--- config.mk ---
export PLATFORM = sky130hd
export DESIGN_NAME = cube_face_led_neighbor
export DESIGN_NICKNAME = d
export VERILOG_FILES = /design/src/sv/cfln_pkg.sv /design/src/sv/cfln_link_tbl.sv /design/src/sv/cube_face_led_neighbor.sv
export SDC_FILE = /design/constraint.sdc
export NUM_CORES = 1
export LEC_CHECK = 0
export ABC_AREA = 1
export BUFFER_PORTS_ARGS = -buffer_cell sky130_fd_sc_hd__buf_2
export CAP_MARGIN = 20
export CORE_ASPECT_RATIO = 1.1
export CORE_UTILIZATION = 35
export DETAILED_ROUTE_END_ITERATION = 16
export GPL_ROUTABILITY_DRIVEN = 1
export GPL_TIMING_DRIVEN = 1
export HOLD_SLACK_MARGIN = 0.12
export PLACE_DENSITY_LB_ADDON = 0.3
export SYNTH_ARGS = -nofsm -noshare
export SYNTH_HDL_FRONTEND = slang
export SYNTH_SLANG_ARGS = --single-unit
export TNS_END_PERCENT = 30
--- constraint.sdc ---
create_clock -name clk_i -period 5.6 [get_ports clk_i]
set_input_delay 1.12 -clock clk_i [delete_from_list [all_inputs] [get_ports clk_i]]
set_output_delay 1.12 -clock clk_i [all_outputs]
set_load 0.02 [all_outputs]
--- src/sv/cfln_pkg.sv ---
// shared types, codes and edge/grid helper functions for the cube face led neighbor block
package cfln_pkg;

  // request kinds
  localparam logic [1:0] REQ_WRITE   = 2'd0;
  localparam logic [1:0] REQ_TOWARDS = 2'd1;
  localparam logic [1:0] REQ_AWAY    = 2'd2;

  // result status codes
  localparam logic [1:0] ST_OK      = 2'd0;
  localparam logic [1:0] ST_NO_LINK = 2'd1;
  localparam logic [1:0] ST_NO_BACK = 2'd2;

  // edges / directions, clockwise
  localparam logic [1:0] DIR_TOP    = 2'd0;
  localparam logic [1:0] DIR_RIGHT  = 2'd1;
  localparam logic [1:0] DIR_BOTTOM = 2'd2;
  localparam logic [1:0] DIR_LEFT   = 2'd3;

  localparam logic [3:0] LED_LAST = 4'd8;

  typedef struct packed {
    logic [1:0] req_type;
    logic [2:0] face;
    logic [1:0] direction;
    logic [2:0] neighbor_face;
    logic [3:0] led_index;
  } in_word_t;

  typedef struct packed {
    logic [1:0] status;
    logic [2:0] next_face;
    logic [3:0] dest_led;
  } out_word_t;

  typedef struct packed {
    logic       valid;
    logic [2:0] face;
  } link_t;

  // one face: a link per edge, indexed by edge code
  typedef link_t [3:0] row_t;

  // optional 2-bit value (edge number or position along an edge)
  typedef struct packed {
    logic       hit;
    logic [1:0] idx;
  } opt_idx_t;

  // result of one move on the grid: on_grid is high when the move stays on the face
  typedef struct packed {
    logic       on_grid;
    logic [3:0] led;
  } grid_step_t;

  // first edge of a face that links to face g
  function automatic opt_idx_t first_edge(input row_t row, input logic [2:0] g);
    opt_idx_t r;
    r = '0;
    for (int e = 3; e >= 0; e--) begin
      if (row[e].valid && row[e].face == g) begin
        r.hit = 1'b1;
        r.idx = 2'(e);
      end
    end
    return r;
  endfunction

  // clockwise position of an led along an edge
  function automatic opt_idx_t edge_pos(input logic [3:0] led, input logic [1:0] e);
    opt_idx_t r;
    r = '0;
    unique case (e)
      DIR_TOP: begin
        if (led < 4'd3) begin
          r.hit = 1'b1;
          r.idx = led[1:0];
        end
      end
      DIR_RIGHT: begin
        unique case (led)
          4'd2:    r = '{hit: 1'b1, idx: 2'd0};
          4'd5:    r = '{hit: 1'b1, idx: 2'd1};
          4'd8:    r = '{hit: 1'b1, idx: 2'd2};
          default: r = '0;
        endcase
      end
      DIR_BOTTOM: begin
        unique case (led)
          4'd6:    r = '{hit: 1'b1, idx: 2'd2};
          4'd7:    r = '{hit: 1'b1, idx: 2'd1};
          4'd8:    r = '{hit: 1'b1, idx: 2'd0};
          default: r = '0;
        endcase
      end
      DIR_LEFT: begin
        unique case (led)
          4'd0:    r = '{hit: 1'b1, idx: 2'd2};
          4'd3:    r = '{hit: 1'b1, idx: 2'd1};
          4'd6:    r = '{hit: 1'b1, idx: 2'd0};
          default: r = '0;
        endcase
      end
      default: r = '0;
    endcase
    return r;
  endfunction

  // led at clockwise position i along edge e
  function automatic logic [3:0] led_on_edge(input logic [1:0] e, input logic [1:0] i);
    logic [3:0] ii;
    logic [3:0] r;
    ii = {2'b00, i};
    unique case (e)
      DIR_TOP:    r = ii;
      DIR_RIGHT:  r = 4'd2 + (ii + ii + ii);
      DIR_BOTTOM: r = 4'd8 - ii;
      DIR_LEFT:   r = 4'd6 - (ii + ii + ii);
      default:    r = ii;
    endcase
    return r;
  endfunction

  // one move on the 3x3 grid; on_grid is low when the move leaves the face
  function automatic grid_step_t grid_step(input logic [3:0] led, input logic [1:0] dir);
    grid_step_t r;
    logic       col0;
    logic       col2;
    col0 = (led == 4'd0) || (led == 4'd3) || (led == 4'd6);
    col2 = (led == 4'd2) || (led == 4'd5) || (led == 4'd8);
    r = '0;
    unique case (dir)
      DIR_TOP:    r = '{on_grid: (led >= 4'd3), led: led - 4'd3};
      DIR_RIGHT:  r = '{on_grid: !col2,         led: led + 4'd1};
      DIR_BOTTOM: r = '{on_grid: (led <= 4'd5), led: led + 4'd3};
      DIR_LEFT:   r = '{on_grid: !col0,         led: led - 4'd1};
      default:    r = '0;
    endcase
    return r;
  endfunction

endpackage

--- src/sv/cfln_link_tbl.sv ---
// face adjacency table: one link per face edge, cleared to no link at reset
module cfln_link_tbl #(
  parameter int ROWS = 8
) (
  input  logic                        clk_i,
  input  logic                        rst_ni,
  input  logic                        we_i,
  input  logic [2:0]                  wface_i,
  input  logic [1:0]                  wedge_i,
  input  logic [2:0]                  wlink_i,
  output cfln_pkg::row_t [ROWS-1:0]   rows_o
);
  import cfln_pkg::*;

  localparam int RW = (ROWS > 1) ? $clog2(ROWS) : 1;

  row_t [ROWS-1:0] rows_q;
  logic            wr_hit;

  // faces beyond the table take no links
  assign wr_hit = we_i && (int'(wface_i) < ROWS);

  always_ff @(posedge clk_i or negedge rst_ni) begin
    if (!rst_ni) begin
      rows_q <= '0;
    end else if (wr_hit) begin
      rows_q[wface_i[RW-1:0]][wedge_i] <= '{valid: 1'b1, face: wlink_i};
    end
  end

  assign rows_o = rows_q;

endmodule

--- src/sv/cube_face_led_neighbor.sv ---
// top level: request register, neighbor lookup logic and result register
// usage:
//   input channel in_valid_i / in_stall_o carries one request word per handshake:
//   write link, step towards a direction, or step away from a neighbor face.
//   output channel out_valid_o / out_stall_i returns exactly one result word per
//   request (status, next face, next led), in request order.
// timing:
//   a word accepted into the request register is resolved by the lookup logic and
//   lands in the result register when that one is empty or its word is taken;
//   one request per cycle is sustained while out_stall_i is low, the path being
//   a read of the own face row and of the neighbor face row, a back-edge search over that row and a small mux.
//   a link write takes effect for the very next request.
// stall:
//   when the result register is full and out_stall_i is high, the request
//   register holds its word; a new word is still taken while that register is
//   empty, and in_stall_o rises only when both registers are full and stalled.
// reset:
//   rst_ni (async, active low) empties both registers and clears every edge of
//   the link table to no link; there is no clearing sweep, requests are taken as
//   soon as reset is released.
module cube_face_led_neighbor #(
  parameter int FACES = 8
) (
  input  logic                clk_i,
  input  logic                rst_ni,
  input  logic                in_valid_i,
  output logic                in_stall_o,
  input  cfln_pkg::in_word_t  in_word_i,
  output logic                out_valid_o,
  input  logic                out_stall_i,
  output cfln_pkg::out_word_t out_word_o
);
  import cfln_pkg::*;

  // the face field is three bits wide, so at most eight faces are addressable
  localparam int ROWS = (FACES < 8) ? FACES : 8;
  localparam int RW   = (ROWS > 1) ? $clog2(ROWS) : 1;

  // pipeline registers
  logic      req_valid_q, req_valid_d;
  in_word_t  req_q, req_d;
  logic      out_valid_q, out_valid_d;
  out_word_t out_q, out_d;

  logic      out_ready;
  logic      req_adv;

  // link table
  row_t [ROWS-1:0] rows;
  logic            tbl_we;

  // lookup path
  row_t       row_f;
  row_t       row_n;
  opt_idx_t   away_edge;
  logic [1:0] step_dir;
  grid_step_t inner;
  link_t      link;
  opt_idx_t   back;
  opt_idx_t   mine;
  opt_idx_t   pos;
  logic [1:0] step_status;
  out_word_t  result;

  // handshake: result register frees when empty or taken
  assign out_ready  = !out_valid_q || !out_stall_i;
  assign req_adv    = req_valid_q && out_ready;
  assign in_stall_o = req_valid_q && !out_ready;

  always_comb begin
    req_valid_d = req_valid_q;
    req_d       = req_q;
    if (!req_valid_q || out_ready) begin
      req_valid_d = in_valid_i;
      req_d       = in_word_i;
    end
  end

  always_comb begin
    out_valid_d = out_valid_q;
    out_d       = out_q;
    if (out_ready) begin
      out_valid_d = req_valid_q;
      out_d       = result;
    end
  end

  always_ff @(posedge clk_i or negedge rst_ni) begin
    if (!rst_ni) begin
      req_valid_q <= 1'b0;
      out_valid_q <= 1'b0;
    end else begin
      req_valid_q <= req_valid_d;
      out_valid_q <= out_valid_d;
    end
  end

  // payload, no reset needed
  always_ff @(posedge clk_i) begin
    req_q <= req_d;
    out_q <= out_d;
  end

  // the write lands as the request leaves, so the next request sees it
  assign tbl_we = req_adv && (req_q.req_type == REQ_WRITE);

  cfln_link_tbl #(
    .ROWS (ROWS)
  ) u_link_tbl (
    .clk_i   (clk_i),
    .rst_ni  (rst_ni),
    .we_i    (tbl_we),
    .wface_i (req_q.face),
    .wedge_i (req_q.direction),
    .wlink_i (req_q.neighbor_face),
    .rows_o  (rows)
  );

  // lookup: own face row, then the row of the face across the crossed edge
  always_comb begin
    // faces beyond the table read as unlinked
    row_f = (int'(req_q.face) < ROWS) ? rows[req_q.face[RW-1:0]] : '0;

    // step away: walk towards the edge opposite the one linked to the reference
    away_edge = first_edge(row_f, req_q.neighbor_face);
    step_dir  = (req_q.req_type == REQ_AWAY) ? (away_edge.idx + 2'd2) : req_q.direction;

    inner = grid_step(req_q.led_index, step_dir);
    link  = row_f[step_dir];
    row_n = (int'(link.face) < ROWS) ? rows[link.face[RW-1:0]] : '0;
    back  = first_edge(row_n, req_q.face);
    mine  = first_edge(row_f, link.face);
    pos   = edge_pos(req_q.led_index, mine.idx);

    result = '0;
    priority if (req_q.led_index > LED_LAST) begin
      step_status = ST_NO_BACK;
    end else if (inner.on_grid) begin
      step_status      = ST_OK;
      result.next_face = req_q.face;
      result.dest_led  = inner.led;
    end else if (!link.valid) begin
      step_status = ST_NO_LINK;
    end else if (!back.hit || !mine.hit || !pos.hit) begin
      // no back edge, or the led is not on the first edge linked to the neighbor
      step_status = ST_NO_BACK;
    end else begin
      step_status      = ST_OK;
      result.next_face = link.face;
      result.dest_led  = led_on_edge(back.idx, 2'd2 - pos.idx);
    end

    unique case (req_q.req_type)
      REQ_TOWARDS: result.status = step_status;
      REQ_AWAY: begin
        if (!away_edge.hit) begin
          result.status = ST_NO_LINK;
        end else begin
          result.status = step_status;
        end
      end
      default: result.status = ST_OK;  // link write and unused request code
    endcase

    // any error or non-step request returns zero face and led
    if (result.status != ST_OK ||
        (req_q.req_type != REQ_TOWARDS && req_q.req_type != REQ_AWAY)) begin
      result.next_face = '0;
      result.dest_led  = '0;
    end
  end

  assign out_valid_o = out_valid_q;
  assign out_word_o  = out_q;

`ifndef ASSERT_OFF
  // backpressure only when a request is actually held
  a_stall_held: assert property (@(posedge clk_i) disable iff (!rst_ni)
    in_stall_o |-> req_valid_q)
    else $error("input stalled with empty request register");

  // a held request keeps its contents until it moves on
  a_req_hold: assert property (@(posedge clk_i) disable iff (!rst_ni)
    (req_valid_q && !out_ready) |=> (req_valid_q && $stable(req_q)))
    else $error("held request changed");

  // a link write answers ok with zero face and led
  a_write_ok: assert property (@(posedge clk_i) disable iff (!rst_ni)
    (req_adv && req_q.req_type == REQ_WRITE) |=>
      (out_valid_q && out_q.status == ST_OK && out_q.next_face == 3'd0 &&
       out_q.dest_led == 4'd0))
    else $error("link write gave a non-zero result");

  // error results carry zero face and led
  a_err_zero: assert property (@(posedge clk_i) disable iff (!rst_ni)
    (out_valid_q && out_q.status != ST_OK) |->
      (out_q.next_face == 3'd0 && out_q.dest_led == 4'd0))
    else $error("error result with non-zero payload");
`endif

endmodule
Word-level counts from Yosys, hierarchy flattened

Cells that the tools add are included.
Widths: inputs -> output; s select.

$add $sub $neg: 11
Magnitude comparators: 10
Equality and inequality tests: 31
Mux-type cells: 40
Reduce and logical (&&, ||, !) cells: 43

Operators with widths:

| operator           | count |
|---|---|
| $bwmux 128         | 1 |
| $bmux 16 s3        | 2 |
| $demux 16 s3       | 1 |
| $mux 16            | 3 |
| $mux 3             | 13 |
| $eq 3x3->1         | 12 |
| $pmux 3 s3         | 3 |
| $mux 7             | 3 |
| $pmux 5 s4         | 1 |
| $logic_and 1x1->1  | 18 |
| $pmux 4 s4         | 1 |
| $eq 2x2->1 const B | 7 |
| $eq 4x3->1 const B | 3 |
| $mux 2             | 6 |
| $pmux 3 s4         | 1 |
| $logic_not 1->1    | 9 |
| $logic_or 1x1->1   | 9 |
| $bmux 4 s2         | 1 |
| $demux 4 s2        | 1 |
| $eq 2x1->1 const B | 4 |
| $eq 4x2->1 const B | 2 |
| $logic_not 2->1    | 4 |
| $lt 3x4->1 const B | 2 |
| $mux 4             | 2 |
| 25 further kinds   | 26 |

Bits in registers: 153
Input port bits: 18
Output and inout port bits: 11
Word-level logic and storage cells: 209

Longest topological paths before layout

Depth after elaboration: 32
Gate-level depth with buffers: 44
Mapped depth without buffers: 40

Cells and area by module

A second synthesis with hierarchy kept.

Cells, all modules: 1624
Area total of the unflattened synthesis: 10395.0 sq um

Modules (own cells, without submodules):

| module                 | instances | cells each | area an instance (sq um) | sequential area each (sq um) |
|---|---|---|---|---|
| cube_face_led_neighbor | 1         | 1062       | 5442.7                   | 740.7 |
| cfln_link_tbl          | 1         | 562        | 4952.2                   | 3203.1 |

Least setup slack after synthesis

OpenSTA, ideal clock, no wires.

Path kind: register to register
Start: register req_q[9] (netlist bit)
End: register out_q, in the netlist out_word_o[1], data pin
Library setup time: 0.255 ns
Data arrival time: 3.769 ns
Required time: 5.345 ns
Slack: 1.576 ns
Stages on the path, launching flop included: 39
Buffers on the path: 5
Path through: edfxtp_1 > buf_6 > buf_8 > buf_6 > o21ai_0 > nand2_1 > nand2_1 > nand2_1 > nand2_1 > nand2_1 > nor2_1 > nand2_1 > nand2_2 > nand2_4 > nand2_2 > buf_6 > nand2_1 > nand2_1 > (+3 left out) > a21boi_1 > nand2_1 > nor2_2 > nor2_2 > nand2_1 > nand2_1 > inv_2 > nor2_1 > nand2_1 > nand2_1 > inv_1 > ha_1 > inv_1 > nand3_1 > nand3_1 > nand3_1 > nand2_1 > a21oi_2

Longest elaborated chain between the ends: 32

RTL lines:

| element                                                              | RTL line                      | source |
|---|---|---|
| start, declared                                                      | cube_face_led_neighbor.sv:41  | `in_word_t req_q, req_d;` |
| start signal, assigned                                               | cube_face_led_neighbor.sv:100 | `req_q <= req_d;` |
| parallel branches: the longest is 32 deep, another holds $add 2x2->2 | n/a                           |  |
| end signal, assigned                                                 | cube_face_led_neighbor.sv:101 | `out_q <= out_d;` |
| end, declared                                                        | cube_face_led_neighbor.sv:43  | `out_word_t out_q, out_d;` |

Several ways; the timed one is not identified. The select of a mux whose other input is x is not followed.
A chain may end at the register's enable or synchronous reset.

Worst setup path in the final report

Start: register req_q[9] (netlist bit)
End: register out_q, in the netlist out_word_o[3], data pin

The elaborated chain is that of the path after synthesis.

==> metrics.yaml <==
p_per_area_mw_per_mm2: 333
clk_pin_slew_ps: 70
grt_pass1_vias: 9182
wl_per_cell_um: 17.4
via_count: 9956
cp-start-kind: "flip-flop"
final_antenna_net_count: 0
die_x_um: 164
cp_slowest_cell: "edfxtp_1"
worstMarginPinSlew_ps: 966
crit_fanout: 21
peakVddDrop_mv: 0.222
die_h_um: 180
syn2layout_area_growth_pct: 11.5
synth_top_area_share_pct: 32.3
yosys_most_used_dff: "dfrtp_1"
grt-ovfl-total: 0
fin_setup_tns_ps: 0
die_area_mm2: 0.0294
cts_tree: "done"
hold_class: "flip-flop to flip-flop"
synth_cell_types: 45
grt_pass1_wl_mm: 51.4
rsz0062_at_grt: "false"
fin_crit_ps: 5190
clockBufferDepth: 2
port_buffers: 28
async_reset_ff_share_pct: 85.0
via_per_inst: 5.20
pre_cts_ws_ps: 376
drive_above_1_share_pct: 9.98
max_slew_margin_pct: 35.6
setup_violations: 0
ys_ff_latch: 153
drc: 0
dpl.hpwl_mm: 22.8
synth_edf_count: 23
worstPathRequired_ps: 5790
synth_nets: 1548
crit_top_cell: "nand2_1"
antennaDiodeCount: 0
netlist_area_mm2: 0.0101
synth_common_cells: "nand2_1, nand3_1, inv_1"
track_usage_pct: 22.7
report.final.slew_viol_count: 0
cts-root-buf: "clkbuf_16"
firstDrtPassIters: 8
cts_hold_buf: 0
design_area_mm2: 0.0112
outcome: "completed"
post_dp_cell_area_mm2: 0.0105
yosysWarningCount: 0
max_stage_delay_ps: 590
io_pins: 29
final_core_util_pct: 40.0
reg2reg_setup_slack_ps: 410
clock-sinks: 153
cp.arrival_ps: 5380
drt_iter0_markers: 1087
h-tree-depth: 4
clk_latency_ps: 440
crit_type: "flip-flop to flip-flop"
fin_ws_ps: 410
clock_skew_ps: 18.2
grt_max_degree: 97
finalWeightedCongestion: 0.938
synth.avg_cell_area_um2: 6.63
critPathTopFamily: "simple AND/OR/NAND/NOR gates"
final_hold_viol_count: 0
leakage_nw: 5.67
synth_area_leader_cell: "dfrtp_1"
fmax_mhz: 193
cts_buffers: 17
syn_inst: 1517
core_mm2: 0.0280
worstSetupEndpointType: "flip-flop"
wl_mm: 33.4
drv_cap: 0
worstPathBufferInverterCount: 6
antenna_found_initial: 0
period_share_pct: 92.7
ys_seq_area_share_pct: 39.2
synth_area_leaders: "dfrtp_1, nand2_1, nand3_1, edfxtp_1, o21ai_0"
initial_core_util_pct: 35.9
synth.most_common_cell: "nand2_1"
fin_nets: 1571
rows: 64
==> worst min-delay path, cell delays in order, from the launching register on <==
cell	delay, ps
dfrtp_1	340
inv_1	50
nand2_1	50
==> routing by layer <==
metal	vias to the layer above	share of wire [%]	global-route usage, %
li1	4845	-	-
met1	4628	43	30.4
met2	410	47	36.7
met3	73	6.5	3.81
met4	0	3.2	8.37
met5	-	0	0
==> through the flow <==
| stage | power (mW) | hold slack [ps] | cells |
|---|---|---|---|
| 5_1_grt | 3.95 | 507 | 1916 |
| 2_1_floorplan | 2.17 | 435 | 1517 |
| 3_5_place_dp | 2.50 | 462 | 1876 |
| 4_1_cts | 3.72 | 477 | 1908 |
| 3_3_place_gp | 2.49 | 455 | 1876 |
| 6_report | 3.74 | 481 | 1916 |
==> cell usage in the layout (no fill, tap or decap), types with 2 or more instances in the layout <==
cell type / n
o211ai_1: 8
o21ai_0: 106
nand3_1: 201
clkbuf_16: 19
buf_12: 3
edfxtp_1: 23
inv_6: 5
dfrtp_1: 130
a21oi_2: 5
nand2_2: 9
clkinv_1: 2
inv_2: 21
ha_1: 12
inv_8: 4
buf_6: 4
xor2_1: 3
clkinv_4: 3
a21oi_1: 17
nor3_1: 6
nor2_1: 76
buf_4: 31
o21ai_1: 9
nand2_4: 5
inv_1: 136
nand4_1: 2
buf_2: 27
nor2_2: 7
nand2_1: 654
==> registers in the layout, summed over array words and instances (netlist names) <==
register and count:
req_q 14, out_word_o 9, req_valid_q 1, out_valid_o 1, u_link_tbl.rows_o 128
==> report_power, final <==
part	internal [mW]	switching [mW]	total (mW)
sequential	1.22	0.0803	1.30
combinational	0.381	0.840	1.22
clock	0.672	0.547	1.22
==> what timing repair did <==
item | CTS | global route
setup endpoints to repair | 0 | 3
gates resized for setup | 0 | 6
setup buffers | 0 | 5
==> final cells by class <==
| type | instances | area [µm²] |
|---|---|---|
| clock buffer | 19 | 464 |
| inverter | 160 | 606 |
| sequential | 153 | 3940 |
| tap | 363 | 454 |
| clock inverter | 13 | 144 |
| timing repair buffer | 66 | 498 |
| multi-input combinational | 1141 | 5100 |
| fill | 2950 | 16800 |
| timing repair inverter | 1 | 5.00 |
==> path summary, 6_finish.rpt <==
path	start	cells after the start	end
worst max-delay path	req_q[9]	38	out_word_o[3]
worst min-delay path	u_link_tbl.rows_o[55]	2	u_link_tbl.rows_o[55]
worst max register to register	req_q[9]	38	out_word_o[3]
worst min register to register	u_link_tbl.rows_o[55]	2	u_link_tbl.rows_o[55]
max in group asynchronous	rst_ni	2	u_link_tbl.rows_o[90]
min in group asynchronous	rst_ni	1	u_link_tbl.rows_o[115]
==> cells by family (layout without fill, tap and decap cells) <==
group	count (synthesis)	in the layout	synth area share (%)
and+or+nand+nor	966	966	39.7
adders and majority gates	13	13	1.69
AOI/OAI and AO/OA	158	158	8.79
DFF	153	153	39.2
xor gates and xnor gates	4	4	0.348
buffers and inverters	223	259	10.2
Power figures use the tool's default switching activity.
